[config.mk]
export PLATFORM = sky130hd
export DESIGN_NAME = sorted_key_table_unit
export DESIGN_NICKNAME = d
export VERILOG_FILES = /design/src/sv/skt_pkg.sv /design/src/sv/skt_ram.sv /design/src/sv/skt_ctrl.sv /design/src/sv/sorted_key_table_unit.sv
export SDC_FILE = /design/constraint.sdc
export NUM_CORES = 2
export LEC_CHECK = 0
export BUFFER_PORTS_ARGS = -buffer_cell sky130_fd_sc_hd__buf_2
export CAP_MARGIN = 30
export CORE_UTILIZATION = 50
export CTS_BUF_LIST = sky130_fd_sc_hd__clkbuf_2 sky130_fd_sc_hd__clkbuf_4 sky130_fd_sc_hd__clkbuf_8
export CTS_CLUSTER_SIZE = 25
export DETAILED_ROUTE_END_ITERATION = 12
export GPL_TIMING_DRIVEN = 1
export MAX_ROUTING_LAYER = met4
export PLACE_DENSITY = 0.71
export SYNTH_ARGS = -nofsm -noshare
export SYNTH_HDL_FRONTEND = slang
export SYNTH_SLANG_ARGS = --single-unit
export TNS_END_PERCENT = 100
[constraint.sdc]
create_clock -name clk -period 4.75 [get_ports clk]
set_clock_uncertainty 0.05 [all_clocks]
set_input_delay 0.95 -clock clk [delete_from_list [all_inputs] [get_ports clk]]
set_output_delay 0.95 -clock clk [all_outputs]
set_load 0.05 [all_outputs]
[src/sv/skt_pkg.sv]
// skt_pkg: shared types and constants for the sorted key table.
// No dependencies; imported by skt_ctrl, sorted_key_table_unit and the bench.
package skt_pkg;

    localparam int DEPTH    = 64;
    localparam int ADDR_W   = $clog2(DEPTH);
    localparam int CNT_W    = $clog2(DEPTH + 1);
    localparam int KEY_W    = 40;
    localparam int ENTRY_W  = 7;
    localparam int STATUS_W = 2;

    localparam logic FUNC_INSERT = 1'b0;
    localparam logic FUNC_DELETE = 1'b1;

    localparam logic [STATUS_W-1:0] ST_INSERTED  = 2'd0;
    localparam logic [STATUS_W-1:0] ST_FULL      = 2'd1;
    localparam logic [STATUS_W-1:0] ST_DELETED   = 2'd2;
    localparam logic [STATUS_W-1:0] ST_NOT_FOUND = 2'd3;

    typedef struct packed {
        logic             func;
        logic [KEY_W-1:0] key;
    } req_t;

    typedef struct packed {
        logic [STATUS_W-1:0] status;
        logic [ENTRY_W-1:0]  entry_count;
    } resp_t;

    typedef struct packed {
        logic              we;
        logic [ADDR_W-1:0] waddr;
        logic [KEY_W-1:0]  wdata;
        logic              re;
        logic [ADDR_W-1:0] raddr;
    } mem_cmd_t;

endpackage

[src/sv/skt_ram.sv]
// skt_ram: simple dual-port RAM, one write and one registered read port.
// No dependencies.
module skt_ram #(
    parameter int DATA_W = 40,
    parameter int ADDR_W = 6
) (
    input  logic              clk,
    input  logic              we,
    input  logic [ADDR_W-1:0] waddr,
    input  logic [DATA_W-1:0] wdata,
    input  logic              re,
    input  logic [ADDR_W-1:0] raddr,
    output logic [DATA_W-1:0] rdata
);

    logic [DATA_W-1:0] mem [2**ADDR_W];
    logic [DATA_W-1:0] rdata_reg;

    always_ff @(posedge clk)
    begin
        if (we)
        begin
            mem[waddr] <= wdata;
        end
    end

    always_ff @(posedge clk)
    begin
        if (re)
        begin
            rdata_reg <= mem[raddr];
        end
    end

    assign rdata = rdata_reg;

endmodule

[src/sv/skt_ctrl.sv]
// skt_ctrl: sequencer that walks the key memory for insert and delete.
// Depends on skt_pkg; drives skt_ram through a mem_cmd_t.
module skt_ctrl (
    input  logic                     clk,
    input  logic                     rst_n,
    input  logic                     req_valid,
    input  skt_pkg::req_t            req,
    output logic                     busy,
    output skt_pkg::mem_cmd_t        mem_cmd,
    input  logic [skt_pkg::KEY_W-1:0] rd_data,
    output logic                     res_valid,
    output skt_pkg::resp_t           res,
    input  logic                     res_ready
);
    import skt_pkg::*;

    localparam logic [2:0] S_IDLE     = 3'd0;
    localparam logic [2:0] S_INS      = 3'd1;
    localparam logic [2:0] S_INS_HEAD = 3'd2;
    localparam logic [2:0] S_DEL      = 3'd3;
    localparam logic [2:0] S_DONE     = 3'd4;

    logic [2:0]          state_reg,  state_next;
    logic [KEY_W-1:0]    key_reg,    key_next;
    logic [ADDR_W-1:0]   idx_reg,    idx_next;
    logic                found_reg,  found_next;
    logic [CNT_W-1:0]    count_reg,  count_next;
    logic [STATUS_W-1:0] status_reg, status_next;
    logic                is_last;
    logic                is_eq;

    assign is_last = (CNT_W'(idx_reg) == count_reg - CNT_W'(1));
    assign is_eq   = (rd_data == key_reg);

    always_comb
    begin
        state_next  = state_reg;
        key_next    = key_reg;
        idx_next    = idx_reg;
        found_next  = found_reg;
        count_next  = count_reg;
        status_next = status_reg;
        mem_cmd     = '0;
        unique case (state_reg)
            S_IDLE:
            begin
                if (req_valid)
                begin
                    key_next   = req.key;
                    found_next = 1'b0;
                    if (req.func == FUNC_INSERT)
                    begin
                        if (count_reg == CNT_W'(DEPTH))
                        begin
                            status_next = ST_FULL;
                            state_next  = S_DONE;
                        end
                        else if (count_reg == '0)
                        begin
                            state_next = S_INS_HEAD;
                        end
                        else
                        begin
                            mem_cmd.re    = 1'b1;
                            mem_cmd.raddr = ADDR_W'(count_reg - CNT_W'(1));
                            idx_next      = ADDR_W'(count_reg - CNT_W'(1));
                            state_next    = S_INS;
                        end
                    end
                    else
                    begin
                        if (count_reg == '0)
                        begin
                            status_next = ST_NOT_FOUND;
                            state_next  = S_DONE;
                        end
                        else
                        begin
                            mem_cmd.re    = 1'b1;
                            mem_cmd.raddr = '0;
                            idx_next      = '0;
                            state_next    = S_DEL;
                        end
                    end
                end
            end
            // top-down: shift keys not smaller than the new key up by one
            S_INS:
            begin
                mem_cmd.we    = 1'b1;
                mem_cmd.waddr = idx_reg + ADDR_W'(1);
                if (rd_data >= key_reg)
                begin
                    mem_cmd.wdata = rd_data;
                    if (idx_reg == '0)
                    begin
                        state_next = S_INS_HEAD;
                    end
                    else
                    begin
                        mem_cmd.re    = 1'b1;
                        mem_cmd.raddr = idx_reg - ADDR_W'(1);
                        idx_next      = idx_reg - ADDR_W'(1);
                    end
                end
                else
                begin
                    mem_cmd.wdata = key_reg;
                    count_next    = count_reg + CNT_W'(1);
                    status_next   = ST_INSERTED;
                    state_next    = S_DONE;
                end
            end
            S_INS_HEAD:
            begin
                mem_cmd.we    = 1'b1;
                mem_cmd.waddr = '0;
                mem_cmd.wdata = key_reg;
                count_next    = count_reg + CNT_W'(1);
                status_next   = ST_INSERTED;
                state_next    = S_DONE;
            end
            // bottom-up: find first match, then move later keys down by one
            S_DEL:
            begin
                if (found_reg)
                begin
                    mem_cmd.we    = 1'b1;
                    mem_cmd.waddr = idx_reg - ADDR_W'(1);
                    mem_cmd.wdata = rd_data;
                end
                found_next = found_reg | is_eq;
                if (is_last)
                begin
                    if (found_reg | is_eq)
                    begin
                        count_next  = count_reg - CNT_W'(1);
                        status_next = ST_DELETED;
                    end
                    else
                    begin
                        status_next = ST_NOT_FOUND;
                    end
                    state_next = S_DONE;
                end
                else
                begin
                    mem_cmd.re    = 1'b1;
                    mem_cmd.raddr = idx_reg + ADDR_W'(1);
                    idx_next      = idx_reg + ADDR_W'(1);
                end
            end
            S_DONE:
            begin
                if (res_ready)
                begin
                    state_next = S_IDLE;
                end
            end
            default:
            begin
                state_next = S_IDLE;
            end
        endcase
    end

    always_ff @(posedge clk or negedge rst_n)
    begin
        if (!rst_n)
        begin
            state_reg <= S_IDLE;
            count_reg <= '0;
        end
        else
        begin
            state_reg <= state_next;
            count_reg <= count_next;
        end
    end

    always_ff @(posedge clk)
    begin
        key_reg    <= key_next;
        idx_reg    <= idx_next;
        found_reg  <= found_next;
        status_reg <= status_next;
    end

    assign busy            = (state_reg != S_IDLE);
    assign res_valid       = (state_reg == S_DONE);
    assign res.status      = status_reg;
    assign res.entry_count = ENTRY_W'(count_reg);

endmodule

[src/sv/sorted_key_table_unit.sv]
// sorted_key_table_unit: top level of the sorted key table.
// Depends on skt_pkg, skt_ram and skt_ctrl.
//
// Keeps up to DEPTH (64) 40-bit keys in ascending order in one RAM.
// Request channel (req_valid / req_stall / req): func 0 inserts the key
// ahead of any equal keys, func 1 deletes the first equal key.
// Response channel (resp_valid / resp_stall / resp): one response per
// request with status (inserted, full, deleted, not found) and the count.
// One request is in flight at a time; req_stall is high while it is walked.
// Insert walks down from the top of the table to the insert position, delete
// walks up from the bottom to the last entry; the walk is bounded by the single
// RAM read port, one entry per cycle. Full insert or empty delete skip the walk.
// A finished response sits in an output register; the next request is
// taken while it waits. If resp_stall holds and another response is ready,
// the sequencer waits and req_stall stays high.
// Reset empties the table at once; no clearing pass is needed.
module sorted_key_table_unit (
    input  logic           clk,
    input  logic           rst_n,
    input  logic           req_valid,
    output logic           req_stall,
    input  skt_pkg::req_t  req,
    output logic           resp_valid,
    input  logic           resp_stall,
    output skt_pkg::resp_t resp
);
    import skt_pkg::*;

    mem_cmd_t         mem_cmd;
    logic [KEY_W-1:0] rd_data;
    logic             busy;
    logic             res_valid;
    resp_t            res;
    logic             res_ready;
    logic             push;
    logic             out_valid_reg, out_valid_next;
    resp_t            out_data_reg;

    skt_ram #(
        .DATA_W (KEY_W),
        .ADDR_W (ADDR_W)
    ) u_ram (
        .clk   (clk),
        .we    (mem_cmd.we),
        .waddr (mem_cmd.waddr),
        .wdata (mem_cmd.wdata),
        .re    (mem_cmd.re),
        .raddr (mem_cmd.raddr),
        .rdata (rd_data)
    );

    skt_ctrl u_ctrl (
        .clk       (clk),
        .rst_n     (rst_n),
        .req_valid (req_valid),
        .req       (req),
        .busy      (busy),
        .mem_cmd   (mem_cmd),
        .rd_data   (rd_data),
        .res_valid (res_valid),
        .res       (res),
        .res_ready (res_ready)
    );

    assign req_stall = busy;
    assign res_ready = !out_valid_reg || !resp_stall;
    assign push      = res_valid && res_ready;

    always_comb
    begin
        if (push)
        begin
            out_valid_next = 1'b1;
        end
        else if (!resp_stall)
        begin
            out_valid_next = 1'b0;
        end
        else
        begin
            out_valid_next = out_valid_reg;
        end
    end

    always_ff @(posedge clk or negedge rst_n)
    begin
        if (!rst_n)
        begin
            out_valid_reg <= 1'b0;
        end
        else
        begin
            out_valid_reg <= out_valid_next;
        end
    end

    always_ff @(posedge clk)
    begin
        if (push)
        begin
            out_data_reg <= res;
        end
    end

    assign resp_valid = out_valid_reg;
    assign resp       = out_data_reg;

    a_one_in_flight: assert property (@(posedge clk) disable iff (!rst_n)
        (req_valid && !req_stall) |=> req_stall)
        else $error("request accepted while another is in flight");

    a_no_rw_collision: assert property (@(posedge clk) disable iff (!rst_n)
        (mem_cmd.we && mem_cmd.re) |-> (mem_cmd.waddr != mem_cmd.raddr))
        else $error("RAM read and write hit the same entry");

    a_count_bound: assert property (@(posedge clk) disable iff (!rst_n)
        resp_valid |-> (resp.entry_count <= ENTRY_W'(DEPTH)))
        else $error("entry count above table depth");

    a_full_count: assert property (@(posedge clk) disable iff (!rst_n)
        (resp_valid && resp.status == ST_FULL) |-> (resp.entry_count == ENTRY_W'(DEPTH)))
        else $error("full status with table not full");

endmodule

Word level (Yosys, flattened, before mapping) --
Memories as Yosys holds them, arrays and structs flattened. A register that Yosys moved wholly into a read port is not among the register bits. Index checks and enable logic that the tools add are counted.
Word-level totals: bits in writable memories 2560, memories kept 1, register bits 69
Memories:
- u_ram.mem | depth 64, width 40, read ports 1, clocked after Yosys merged registers in 1, wr ports 1, RTL line skt_ram.sv:16 | logic [DATA_W-1:0] mem [2**ADDR_W];
Operators by class: equality and inequality tests 21, bitwise operators 1, reductions and logical operators 18, $lt $le $gt $ge 1, muxes and demuxes 49, $add $sub $neg 4
Operators with widths (number):
- one-hot mux 47 bit (3 select lines) | 1
- 2-to-1 mux 7 bit | 11
- 2-to-1 mux 6 bit | 8
- 2-to-1 mux 47 bit | 1
- one-hot mux 7 bit (3 select lines) | 2
- == test 40 bit | 1
- greater-or-equal comparator 40 bit | 1
- 2-to-1 mux 40 bit | 1
- 2-to-1 mux 3 bit | 8
- one-hot mux 6 bit (3 select lines) | 1
- one-hot mux 3 bit (5 select lines) | 1
- 2-to-1 mux 2 bit | 7
- != test 2 x 1 -> 1 bit (second input constant) | 5
- != test 2 bit (second input constant) | 5
- nonzero test 3 bit | 3
- one-hot mux 2 bit (4 select lines) | 1
- AND reduction 4 bit | 2
- adder 7 x 1 -> 7 bit (second input constant) | 1
- == test 6 x 7 -> 1 bit | 1
- == test 7 bit (second input constant) | 1
- logical NOT 7 bit | 1
- AND reduction 7 bit | 1
- subtractor 7 x 1 -> 7 bit (second input constant) | 1
- adder 6 x 1 -> 6 bit (second input constant) | 1
- other kinds (18) | 28

Logic depth before layout (Yosys ltp) --
depth after elaboration 6, gate-level depth with buffers 21

Hierarchy --
A second synthesis with hierarchy kept.
Second synthesis, totals: cell total of the unflattened synthesis 4644, area total of the unflattened synthesis 103063.8 um^2
Modules (own cells, without submodules):
- skt_ram | sequential area each 78074.9 um^2, cells an instance 4195, area each 98236.7 um^2, times used 1
- skt_ctrl | sequential area each 1721.7 um^2, cells an instance 436, area each 4509.3 um^2, times used 1
- sorted_key_table_unit | sequential area each 295.3 um^2, cells an instance 13, area each 317.8 um^2, times used 1

Worst setup path before layout --
OpenSTA, ideal clock, no wires.
path type register to register, from reg u_ctrl.idx_reg[0], to mem u_ram.mem[21][0] (enable), period minus slack after synthesis 4.262 ns, stages on the path, launching flop included 9, slack 0.488 ns, arrival time 3.774 ns, setup time 0.438 ns, data required time 4.262 ns, path buffers 1, cells stage by stage edfxtp_1 clkbuf_1 inv_1 ha_1 inv_1 nor2_1 a2111oi_0 nand2_1 nor2_1
On the way: word-level cells in the longest chain between the ends 3
Ends and longest elaborated chain:
- start, declared | RTL line skt_ctrl.sv:25 | logic [ADDR_W-1:0] idx_reg, idx_next;
- start signal, assigned | RTL line skt_ctrl.sv:184 | idx_reg <= idx_next;
- subtractor 6 x 1 -> 6 bit | RTL line skt_ctrl.sv:129 | mem_cmd.waddr = idx_reg - ADDR_W'(1);
- 2-to-1 mux 47 bit | RTL line skt_ctrl.sv:126 | if (found_reg)
- one-hot mux 47 bit (3 select lines) * | RTL line skt_ctrl.sv:44 | unique case (state_reg)
- end, declared | RTL line skt_ram.sv:16
Every way passes the cells marked *; elsewhere a longest branch is shown, timed or not.

Worst setup path in the final report --
from reg u_ram.rdata_reg[27] (netlist: u_ram.rdata[27]), read port of u_ram.mem, to reg u_ram.rdata_reg[1] (netlist: u_ram.rdata[1]), read port of u_ram.mem, data pin
On the way: word-level cells in the longest chain between the ends 3
Ends and longest elaborated chain:
- start, declared | RTL line skt_ram.sv:17 | logic [DATA_W-1:0] rdata_reg;
- greater-or-equal comparator 40 bit | RTL line skt_ctrl.sv:92 | if (rd_data >= key_reg)
- 2-to-1 mux 7 bit | RTL line skt_ctrl.sv:92
- one-hot mux 7 bit (3 select lines) | RTL line skt_ctrl.sv:44
Every way passes these cells. A chain may end at the register's enable or synchronous reset.

==> impl_metrics.tcl <==
set metrics [dict create \
    status "finished clean" \
    p_per_area_nw_per_um2 668 \
    crit_top_cell "buf_4" \
    path_buf_inv 3 \
    path_class "reg -> reg" \
    p_leak_nw 42.5 \
    synthCells 7080 \
    antenna_found_initial 23 \
    slew_headroom_pct 30.1 \
    wl_per_cell_um 30.7 \
    root_buffer "clkbuf_8" \
    routabilityCongestion 1.05 \
    rsz0062_at_grt "true" \
    avgSynthCellArea_um2 14.9 \
    largest_register_ffs 2560 \
    ys.flop_type "edfxtp_1" \
    die_area_um2 213000 \
    cp.required_ps 5650 \
    endpoint_kind "flop" \
    cts_tree "done" \
    cap_violations 0 \
    insertion_delay_ps 1120 \
    grt_max_degree 68 \
    rrSetupSlack_ps 20 \
    clkSlewWorstSetupHoldPaths_ps 60 \
    clk_path_buf_depth 4 \
    layout_commonest_cell "edfxtp_1" \
    overflow 0 \
    ir_worst_vdd_v 0.000473 \
    slowest_delay_ps 640 \
    core_um2 210000 \
    drt_first_pass_iters 10 \
    synth_area_um2 105000 \
    crit_fanout 29 \
    row_count 168 \
    grt_pass1_wl_um 472000 \
    worstMarginPinSlew_ps 1050 \
    ant_nets 0 \
    drv_slew 0 \
    start_kind "flop" \
    utilization_pct 59.0 \
    fmax_mhz 211 \
    crit_cells 15 \
    drt_wl_total_um 334000 \
    met1_length_um 119000 \
    die_x_um 461 \
    ys.warnings.count 0 \
    critPathLaunch "u_ram.rdata[27]" \
    io_pins 56 \
    top_layer "met4" \
    io_buffers 55 \
    htreeDepth 5 \
    min_path_type "in -> reg" \
    mostFrequentLayoutCells "edfxtp_1 (2658), nand2_1 (1555), buf_4 (487), nand3_1 (464), clkbuf_8 (436)" \
    cp_slowest_cell "o21ai_1" \
    syn_nets 7170 \
    place_hpwl_um 198000 \
    grt_pass1_vias 66703 \
    power_mw 82.5 \
    worstPathCellList "ha_4, nand4_1, nor4_4, nand3_1, o211ai_1, buf_4, o211a_1, or2_4, buf_4, buf_4, nand2_1, nand4_1, o2111ai_1, o21ai_1, a32o_1" \
    drt-initial-drc-count 10694 \
    die_h_um 461 \
    r2r-end "u_ram.rdata[1]" \
    synth_edf_count 2658 \
    vias 69606 \
    drive_gt1_share_pct 20.4 \
    cp_top_family "compound AO/OA/AOI/OAI gates" \
    crit_arrival_ps 5630 \
    wl_met3_um 44000 \
    finalCritPeriodShare_pct 99.6 \
    ys_seq_elements 2669 \
    vias_per_cell 6.38 \
    cts_sinks 2669 \
    r2r_start "u_ram.rdata[27]" \
    wl_met2_um 153000 \
    cts_made_buffers 423 \
    timing.hold.ws_ps 93.7 \
    endpoint "u_ram.rdata[1]" \
    hold_viol_final 0 \
    drc 0 \
    setup_viol 0 \
    final_nets 7867 \
    synth.distinct_cells 80 \
    synth-seq-area-share_pct 75.9 \
    syn2layout_area_growth_pct 17.1 \
    groute.usage.overall_pct 32.1 \
    tns_ps 0 \
    reg2reg_depth 15 \
    async_flop_share_pct 0.412 \
    initial_utilization_pct 50.3 \
    min_period_ps 4730 \
]
[what timing repair did]
item / CTS / global route
hold buffers: 38 / 0
cloned: 0 / 6
setup endpoints to repair: 26 / 39
endpoints found under the hold margin: 48 / 0
pin swaps: 5 / 15
gates resized for setup: 19 / 67
setup buffers: 10 / 17
[worst min path at each step]
| stage | start | cells after the start | slack [ps] | to |
|---|---|---|---|---|
| floorplan | u_ctrl.status_reg[0] | 0 | 350 | resp[7] |
| detailed placement | u_ctrl.status_reg[1] | 0 | 370 | resp[8] |
| CTS | req[0] | 1 | 5 | u_ctrl.key_reg[0] |
| global route | req[0] | 1 | 50 | u_ctrl.key_reg[0] |
| global placement | u_ctrl.status_reg[0] | 0 | 360 | resp[7] |
| finish | req[0] | 1 | 90 | u_ctrl.key_reg[0] |
[layout make-up]
class	instances	area (µm²)
fill	15478	86000
multi-input combinational	3868	24200
timing repair buffer	754	7790
tap	2805	3510
clock buffer	574	7040
clock inverter	147	664
antenna	25	62.6
sequential	2669	80100
inverter	61	229
[cells in the mapped netlist, drive strengths merged, types with 80 or more instances]
master / count / area share, %
nand3: 469 / 2.2
a31oi: 273 / 1.6
and3: 108 / 0.64
edfxtp: 2658 / 76
nor2: 193 / 0.69
mux4: 120 / 2.6
clkbuf: 294 / 1.0
a21oi: 159 / 0.76
buf: 188 / 0.90
nand2: 1560 / 5.6
mux2i: 108 / 1.0
nand4: 80 / 0.47
a211oi: 111 / 0.80
[worst register-to-register path, cell delays in order (launching register included)]
cell and delay, ps:
edfxtp_1 580, ha_4 390, nand4_1 180, nor4_4 350, nand3_1 170, o211ai_1 320
buf_4 200, o211a_1 180, or2_4 240, buf_4 240, buf_4 380, nand2_1 120
nand4_1 110, o2111ai_1 180, o21ai_1 640, a32o_1 260
[logic make-up after synthesis]
logic type      count (synthesis)  synth area share, %
compound gates               1082                 7.48
xor+xnor                       28                0.259
fa+ha+maj                      45                0.534
buf+inv                       543                 2.16
flops                        2669                 75.9
mux                           228                 3.59
simple gates                 2485                 10.0
[routing by layer]
| layer | up-vias | GRT usage [%] |
|---|---|---|
| met5 | - | - |
| met3 | 930 | 8.60 |
| met1 | 34722 | 40.7 |
| met2 | 5135 | 47.2 |
| met4 | 0 | 17.2 |
| li1 | 28819 | - |
[stage by stage]
| step | cell area, µm² | cells | setup slack, ps |
|---|---|---|---|
| 6_report | 124000 | 10903 | 17.8 |
| 5_1_grt | 124000 | 10895 | -15.9 |
| 4_1_cts | 123000 | 10856 | -0.135 |
| 3_5_place_dp | 115000 | 10087 | -275 |
| 3_3_place_gp | 115000 | 10078 | -471 |
| 2_1_floorplan | 105000 | 7080 | 488 |
[power breakdown]
part	internal [mW]	switching (mW)	total (mW)
registers	30.6	0.795	31.4
logic	10.4	22.4	32.7
clock network	9.56	8.75	18.3
total	50.6	31.9	82.5
No activity file was read; power rests on OpenSTA's default activity.
